[src/rtl/bitmap_page_allocator_macros.svh]
// Assertion macros for the bitmap page allocator.
// Included by the controller and the datapath; depends on nothing else.
`ifndef BITMAP_PAGE_ALLOCATOR_MACROS_SVH
`define BITMAP_PAGE_ALLOCATOR_MACROS_SVH
`ifndef SYNTHESIS
// A property that must hold at every clock edge outside reset.
`define BPA_ASSERT(lbl, prop) \
    lbl: assert property (@(posedge clk) disable iff (!rst_n) (prop)) \
        else $error("bitmap page allocator check failed");
// An implication checked at every clock edge outside reset.
`define BPA_ASSERT_IMPLY(lbl, ante, cons) \
    lbl: assert property (@(posedge clk) disable iff (!rst_n) (ante) |-> (cons)) \
        else $error("bitmap page allocator check failed");
`else
`define BPA_ASSERT(lbl, prop)
`define BPA_ASSERT_IMPLY(lbl, ante, cons)
`endif
`endif

[src/rtl/bpa_pkg.sv]
// Shared constants, payload structs and controller/datapath command types
// for the bitmap page allocator. Depends on nothing.
`default_nettype none

package bpa_pkg;

    localparam int MAX_PAGES  = 4096;
    localparam int PAGE_SHIFT = 12;
    localparam int WORD_BITS  = 64;
    localparam int NUM_WORDS  = MAX_PAGES / WORD_BITS;
    localparam int WIDX_W     = $clog2(NUM_WORDS);
    localparam int BIT_W      = $clog2(WORD_BITS);
    localparam int PIDX_W     = $clog2(MAX_PAGES);
    localparam int CNT_W      = 13;
    localparam int ADDR_W     = 48;
    localparam int CFG_IDX_W  = 1;
    localparam int CFG_DATA_W = 48;

    localparam logic [CFG_IDX_W-1:0] REG_POOL_BASE  = 1'd0;
    localparam logic [CFG_IDX_W-1:0] REG_POOL_PAGES = 1'd1;

    localparam logic OP_ALLOC = 1'b0;
    localparam logic OP_FREE  = 1'b1;

    localparam logic [1:0] ST_OK       = 2'd0;
    localparam logic [1:0] ST_NO_SPACE = 2'd1;
    localparam logic [1:0] ST_BAD_ADDR = 2'd2;
    localparam logic [1:0] ST_DUP_FREE = 2'd3;

    typedef struct packed {
        logic              opcode;
        logic [CNT_W-1:0]  page_count;
        logic [ADDR_W-1:0] address;
    } req_t;

    typedef struct packed {
        logic [1:0]        status;
        logic [ADDR_W-1:0] result_address;
        logic [CNT_W-1:0]  already_free_count;
    } rsp_t;

    typedef enum logic [3:0] {
        DP_NOP,
        DP_LOAD,
        DP_PREP,
        DP_RESCAN,
        DP_SCAN,
        DP_MARK_RD,
        DP_MARK_WR,
        DP_CLR_RD,
        DP_CLR_WR,
        DP_CLR_ACC,
        DP_EMIT
    } dp_op_t;

    typedef enum logic [1:0] {
        RES_ALLOC_OK,
        RES_NO_SPACE,
        RES_BAD_ADDR,
        RES_FREE_DONE
    } res_kind_t;

    typedef struct packed {
        dp_op_t    op;
        res_kind_t kind;
    } dp_cmd_t;

    typedef struct packed {
        logic is_free;
        logic fits;
        logic in_range;
        logic has_clear;
        logic hint_zero;
        logic scan_found;
        logic scan_miss;
        logic word_last;
        logic out_busy;
    } dp_status_t;

endpackage

`default_nettype wire

[src/rtl/bpa_ctrl.sv]
// Sequencing state machine of the bitmap page allocator.
// Uses bpa_pkg and the assertion macros header.
`default_nettype none
`include "bitmap_page_allocator_macros.svh"

module bpa_ctrl
    import bpa_pkg::*;
(
    input  wire logic       clk,
    input  wire logic       rst_n,
    input  wire logic       in_valid,
    output logic            in_ready,
    input  dp_status_t      status,
    output dp_cmd_t         cmd
);

    typedef enum logic [3:0] {
        S_IDLE,
        S_CHECK,
        S_SCAN1,
        S_RESCAN,
        S_SCAN2,
        S_MARK_RD,
        S_MARK_WR,
        S_CLR_RD,
        S_CLR_WR,
        S_CLR_ACC,
        S_FINISH
    } state_t;

    state_t    state_reg, state_next;
    res_kind_t kind_reg, kind_next;

    assign in_ready = (state_reg == S_IDLE);

    always_comb
    begin
        state_next = state_reg;
        kind_next  = kind_reg;
        cmd.op     = DP_NOP;
        cmd.kind   = kind_reg;
        unique case (state_reg)
            S_IDLE:
            begin
                if (in_valid)
                begin
                    cmd.op     = DP_LOAD;
                    state_next = S_CHECK;
                end
            end
            S_CHECK:
            begin
                cmd.op = DP_PREP;
                if (status.is_free)
                begin
                    if (!status.in_range)
                    begin
                        kind_next  = RES_BAD_ADDR;
                        state_next = S_FINISH;
                    end
                    else if (status.has_clear)
                    begin
                        state_next = S_CLR_RD;
                    end
                    else
                    begin
                        kind_next  = RES_FREE_DONE;
                        state_next = S_FINISH;
                    end
                end
                else if (!status.fits)
                begin
                    kind_next  = RES_NO_SPACE;
                    state_next = S_FINISH;
                end
                else
                begin
                    state_next = S_SCAN1;
                end
            end
            S_SCAN1:
            begin
                cmd.op = DP_SCAN;
                if (status.scan_found)
                begin
                    state_next = S_MARK_RD;
                end
                else if (status.scan_miss)
                begin
                    if (status.hint_zero)
                    begin
                        kind_next  = RES_NO_SPACE;
                        state_next = S_FINISH;
                    end
                    else
                    begin
                        state_next = S_RESCAN;
                    end
                end
            end
            S_RESCAN:
            begin
                cmd.op     = DP_RESCAN;
                state_next = S_SCAN2;
            end
            S_SCAN2:
            begin
                cmd.op = DP_SCAN;
                if (status.scan_found)
                begin
                    state_next = S_MARK_RD;
                end
                else if (status.scan_miss)
                begin
                    kind_next  = RES_NO_SPACE;
                    state_next = S_FINISH;
                end
            end
            S_MARK_RD:
            begin
                cmd.op     = DP_MARK_RD;
                state_next = S_MARK_WR;
            end
            S_MARK_WR:
            begin
                cmd.op = DP_MARK_WR;
                if (status.word_last)
                begin
                    kind_next  = RES_ALLOC_OK;
                    state_next = S_FINISH;
                end
                else
                begin
                    state_next = S_MARK_RD;
                end
            end
            S_CLR_RD:
            begin
                cmd.op     = DP_CLR_RD;
                state_next = S_CLR_WR;
            end
            S_CLR_WR:
            begin
                cmd.op     = DP_CLR_WR;
                state_next = S_CLR_ACC;
            end
            S_CLR_ACC:
            begin
                cmd.op = DP_CLR_ACC;
                if (status.word_last)
                begin
                    kind_next  = RES_FREE_DONE;
                    state_next = S_FINISH;
                end
                else
                begin
                    state_next = S_CLR_RD;
                end
            end
            S_FINISH:
            begin
                if (!status.out_busy)
                begin
                    cmd.op     = DP_EMIT;
                    state_next = S_IDLE;
                end
            end
            default:
            begin
                state_next = S_IDLE;
            end
        endcase
    end

    always_ff @(posedge clk or negedge rst_n)
    begin
        if (!rst_n)
        begin
            state_reg <= S_IDLE;
            kind_reg  <= RES_NO_SPACE;
        end
        else
        begin
            state_reg <= state_next;
            kind_reg  <= kind_next;
        end
    end

    // A write-back always follows the read of the same word.
    `BPA_ASSERT_IMPLY(a_mark_after_read, cmd.op == DP_MARK_WR, $past(cmd.op) == DP_MARK_RD)
    // Once a result has been handed over the next request may be taken.
    `BPA_ASSERT_IMPLY(a_idle_after_emit, cmd.op == DP_EMIT, ##1 in_ready)
    // A free request never starts a bitmap search.
    `BPA_ASSERT_IMPLY(a_no_scan_on_free, cmd.op == DP_SCAN, !status.is_free)

endmodule

`default_nettype wire

[config.mk]
export PLATFORM = sky130hd
export DESIGN_NAME = bpa_ctrl
export DESIGN_NICKNAME = d
export VERILOG_FILES = /design/src/rtl/bpa_pkg.sv /design/src/rtl/bpa_ctrl.sv
export VERILOG_INCLUDE_DIRS = /design/src /design/src/rtl
export SDC_FILE = /design/constraint.sdc
export NUM_CORES = 1
export LEC_CHECK = 0
export BUFFER_PORTS_ARGS = -buffer_cell sky130_fd_sc_hd__buf_2
export CELL_PAD_IN_SITES_DETAIL_PLACEMENT = 1
export CELL_PAD_IN_SITES_GLOBAL_PLACEMENT = 2
export CORE_UTILIZATION = 30
export DETAILED_ROUTE_END_ITERATION = 10
export PLACE_DENSITY = 0.86
export SLEW_MARGIN = 30
export SYNTH_ARGS = -nofsm -noshare
export SYNTH_HDL_FRONTEND = slang
export SYNTH_SLANG_ARGS = --single-unit
[constraint.sdc]
create_clock -name clk -period 3.7 [get_ports clk]
set_input_delay 1.11 -clock clk [delete_from_list [all_inputs] [get_ports clk]]
set_output_delay 1.11 -clock clk [all_outputs]
set_load 0.1 [all_outputs]
[Yosys cells after proc, flatten, opt, wreduce, memory -nomap -nowiden]
Cells that the tools add are included.
Widths: inputs -> output; s select.
Operators by class
  equality and inequality tests: 23
  div/mod/pow operators: 0
  multipliers: 0
  bitwise logic cells: 0
  add/subtract/negate cells: 0
  reductions and logical operators: 5
  mux-type cells: 29
  shift-type cells: 0
  $lt $le $gt $ge: 0
Operators by type and width (count)
  $mux 4: 14
  $pmux 4 s11: 1
  $pmux 4 s10: 1
  $mux 2: 11
  $ne 2x2->1 const B: 9
  $eq 4x3->1 const B: 4
  $eq 4x4->1 const B: 3
  $pmux 2 s5: 1
  $reduce_and 10->1: 1
  $ne 3x3->1 const B: 3
  $eq 4x2->1 const B: 2
  $reduce_bool 5->1: 1
  $eq 4x1->1 const B: 1
  $logic_not 4->1: 1
  $ne 4x4->1 const B: 1
  $reduce_and 4->1: 1
  $reduce_or 2->1: 1
  $mux 1: 1
Storage, ports and cells
  RAM bits: 0
  logic and storage cells: 59
  memory bits (read-only): 0
  latch bits: 0
  flip-flop bits (word level): 6
  input bits: 12
  output and inout port bits: 7
  memories kept: 0

[Longest topological paths before layout]
  word-level depth: 4
  mapped depth: 7
  gate-level depth less buffers: 5

[Least setup slack after synthesis]
OpenSTA, ideal clock, no wires.
  kind: flip-flop to output port
  from: reg state_reg[1]
  to: out cmd[2] (netlist bit)
  required time: 2.590 ns
  cell stages (with the launch flop): 5
  path buffers: 2
  setup slack: -2.192 ns
  arrival: 4.782 ns
  cells stage by stage: dfrtp_1 -> buf_2 -> buf_2 -> nor4_1 -> a22o_1
RTL lines
  start, declared: RTL line bpa_ctrl.sv:31  | state_t state_reg, state_next;
  start signal, assigned: RTL line bpa_ctrl.sv:184  | state_reg <= state_next;
  end, declared: RTL line bpa_ctrl.sv:14  | output dp_cmd_t cmd

==> impl_metrics.py <==
metrics = {
    "status": {
        "status": "finished, final reports clean",
    },
    "grt": {
        "grt_max_degree": 17,
        "overflow": 0,
        "grtUsageTotal": 0.175,
        "grt_pass1_wl_um": 3380,
        "grt_pass1_vias": 699,
        "grt_antenna_before_repair": 0,
    },
    "clocking": {
        "post_cts_buffers": 0,
        "cts_made_buffers": 3,
        "clock_latency_ps": 240,
        "cts_resized": 0,
        "root_buffer": "clkbuf_4",
        "cts_hold_buf": 0,
        "cts_tree": "done",
        "cts.sinks": 6,
        "clock_path_buffers": 2,
        "cts_htree_levels": 1,
        "clk_pin_slew_worst_paths_ps": 50,
    },
    "finish": {
        "drive_gt1_frac": 0.312,
        "post-route-util": 0.411,
        "seqCellArea_um2": 151,
        "synthToLayoutAreaGrowth_pct": 23.2,
        "multiInputGateArea_um2": 503,
        "largest_reg_flops": 4,
        "fillers": 275,
        "antenna_cells": 0,
        "nNetsFinal": 122,
    },
    "route": {
        "drtIter0Drc": 7,
        "ant_nets": 0,
        "avgViaCountPerCell": 5.46,
        "drc": 0,
        "vias": 742,
        "routed_wl_um": 2020,
        "wire_per_inst_um": 14.9,
        "dr.pass1.iters": 5,
    },
    "placed_design": {
        "portBuffers": 18,
        "gp_congestion": 0.826,
        "dp_hpwl_um": 1580,
        "preCtsSetupSlack_ps": 630,
    },
    "synthesis": {
        "synthFlopType": "dfrtp_1",
        "synth-async-reset-ratio": 1.00,
        "netlist_instances": 91,
        "synth.top_cells.by_area": "dfrtp_1, nor2_1, buf_2",
        "synthesis.area_um2": 681,
        "synth_commonest_cells": "nor2_1, nand2_1, buf_2",
        "syn-num-nets": 103,
        "synth_warnings": 0,
        "synth-edff-count": 0,
        "synthMostInstantiatedCell": "nor2_1",
        "ys_types": 39,
        "ys_seq_elements": 6,
        "yosysSeqAreaShare": 0.222,
        "avgSynthCellArea_um2": 7.48,
        "synth_top_area_cell": "dfrtp_1",
        "synth_top_area_frac": 0.184,
    },
    "critical_path": {
        "cp-end-kind": "output port",
        "cp.required_ps": 2590,
        "worst_setup_path_start_kind": "register",
        "crit_type": "register to output port",
        "arrival_ps": 1980,
        "cp_max_fo": 16,
    },
    "floorplanning": {
        "core_um2": 2040,
        "die_h_um": 49.6,
        "io_pins": 19,
        "dieArea_um2": 2460,
        "rows": 16,
        "initial_core_util": 0.333,
        "die_w_um": 49.6,
    },
    "timing": {
        "maxSlewHeadroom": 0.584,
        "timing.fmax_ghz": 0.324,
        "worst_pin_slew_ps": 624,
        "clock_skew_ps": 7.44,
        "period_share": 0.835,
        "setup_violations": 0,
        "setup_tns_ps": 0,
        "period_needed_ps": 3090,
        "timing.final.ws_setup_ps": 612,
        "hold_viol": 0,
        "rsz0062_at_grt": "false",
        "drv_slew": 0,
    },
    "worst_hold_path": {
        "hold_class": "register to register",
    },
    "flow_run": {
        "drv_cap": 0,
    },
}
worst max-delay path, stage by stage (launching register included):
cell	delay (ps)
dfrtp_1	740
nor2_1	200
xnor2_1	220
a22o_2	160
buf_2	420
per-stage QoR:
step,instances,cell area (um2),hold slack [ps]
3_5_place_dp,132,812,479
6_report,136,838,498
4_1_cts,136,838,499
3_3_place_gp,132,812,466
2_1_floorplan,91,697,684
5_1_grt,136,838,510
final cells by class:
type | count | share of cell area
inverters | 1 | 0.00448
multi-input cells | 76 | 0.600
clock buffers | 4 | 0.0313
well taps | 27 | 0.0403
flip-flops and latches | 6 | 0.181
repair buffers | 22 | 0.143
per-layer routing:
metal / global-route usage / vias up / wire length [um]
met2: 0.288 / 13 / 983
li1: - / 375 / -
met5: 0 / - / 0
met1: 0.249 / 354 / 991
met4: 0.00476 / 0 / 0
met3: 0.0309 / 0 / 48
placed cells by master, fill, tap and decap left out, types with 3 or more instances in the layout:
master    count
nand2b_1      4
o21ai_0       4
clkbuf_4      3
nor2_1       10
buf_4         4
buf_2        18
nor2b_1       3
a21oi_1       6
nand2_1       8
nor3_1        5
nand3_1       3
o21ai_1       3
dfrtp_1       5
worst paths after layout:
| path | startpoint | end | cells after the start | slack (ps) |
|---|---|---|---|---|
| setup / recovery | state_reg[2]$_DFFE_PN0P_ | cmd[2] | 4 | 610 |
| hold / removal | kind_reg[1]$_DFFE_PN0P_ | kind_reg[1]$_DFFE_PN0P_ | 1 | 500 |
| setup reg to reg | state_reg[2]$_DFFE_PN0P_ | kind_reg[1]$_DFFE_PN0P_ | 6 | 1510 |
| hold reg to reg | kind_reg[1]$_DFFE_PN0P_ | kind_reg[1]$_DFFE_PN0P_ | 1 | 500 |
| max in group asynchronous | rst_n | kind_reg[0]$_DFFE_PN1P_ | 1 | 2800 |
| min in group asynchronous | rst_n | state_reg[0]$_DFFE_PN0P_ | 1 | 680 |
cell families after synthesis:
kind of cell / count (synthesis) / share of synthesized area
AND/OR/NAND/NOR: 45 / 0.386
AO/OA/AOI/OAI: 26 / 0.256
XOR/XNOR: 2 / 0.0257
buffers and inverters: 9 / 0.0625
flip-flops: 6 / 0.222
adder cells (fa/ha/maj): 1 / 0.0147
multiplexers: 2 / 0.0331
Power is not shown: default switching activity piles up to over one toggle a cycle in this logic, so the estimate is an artifact.
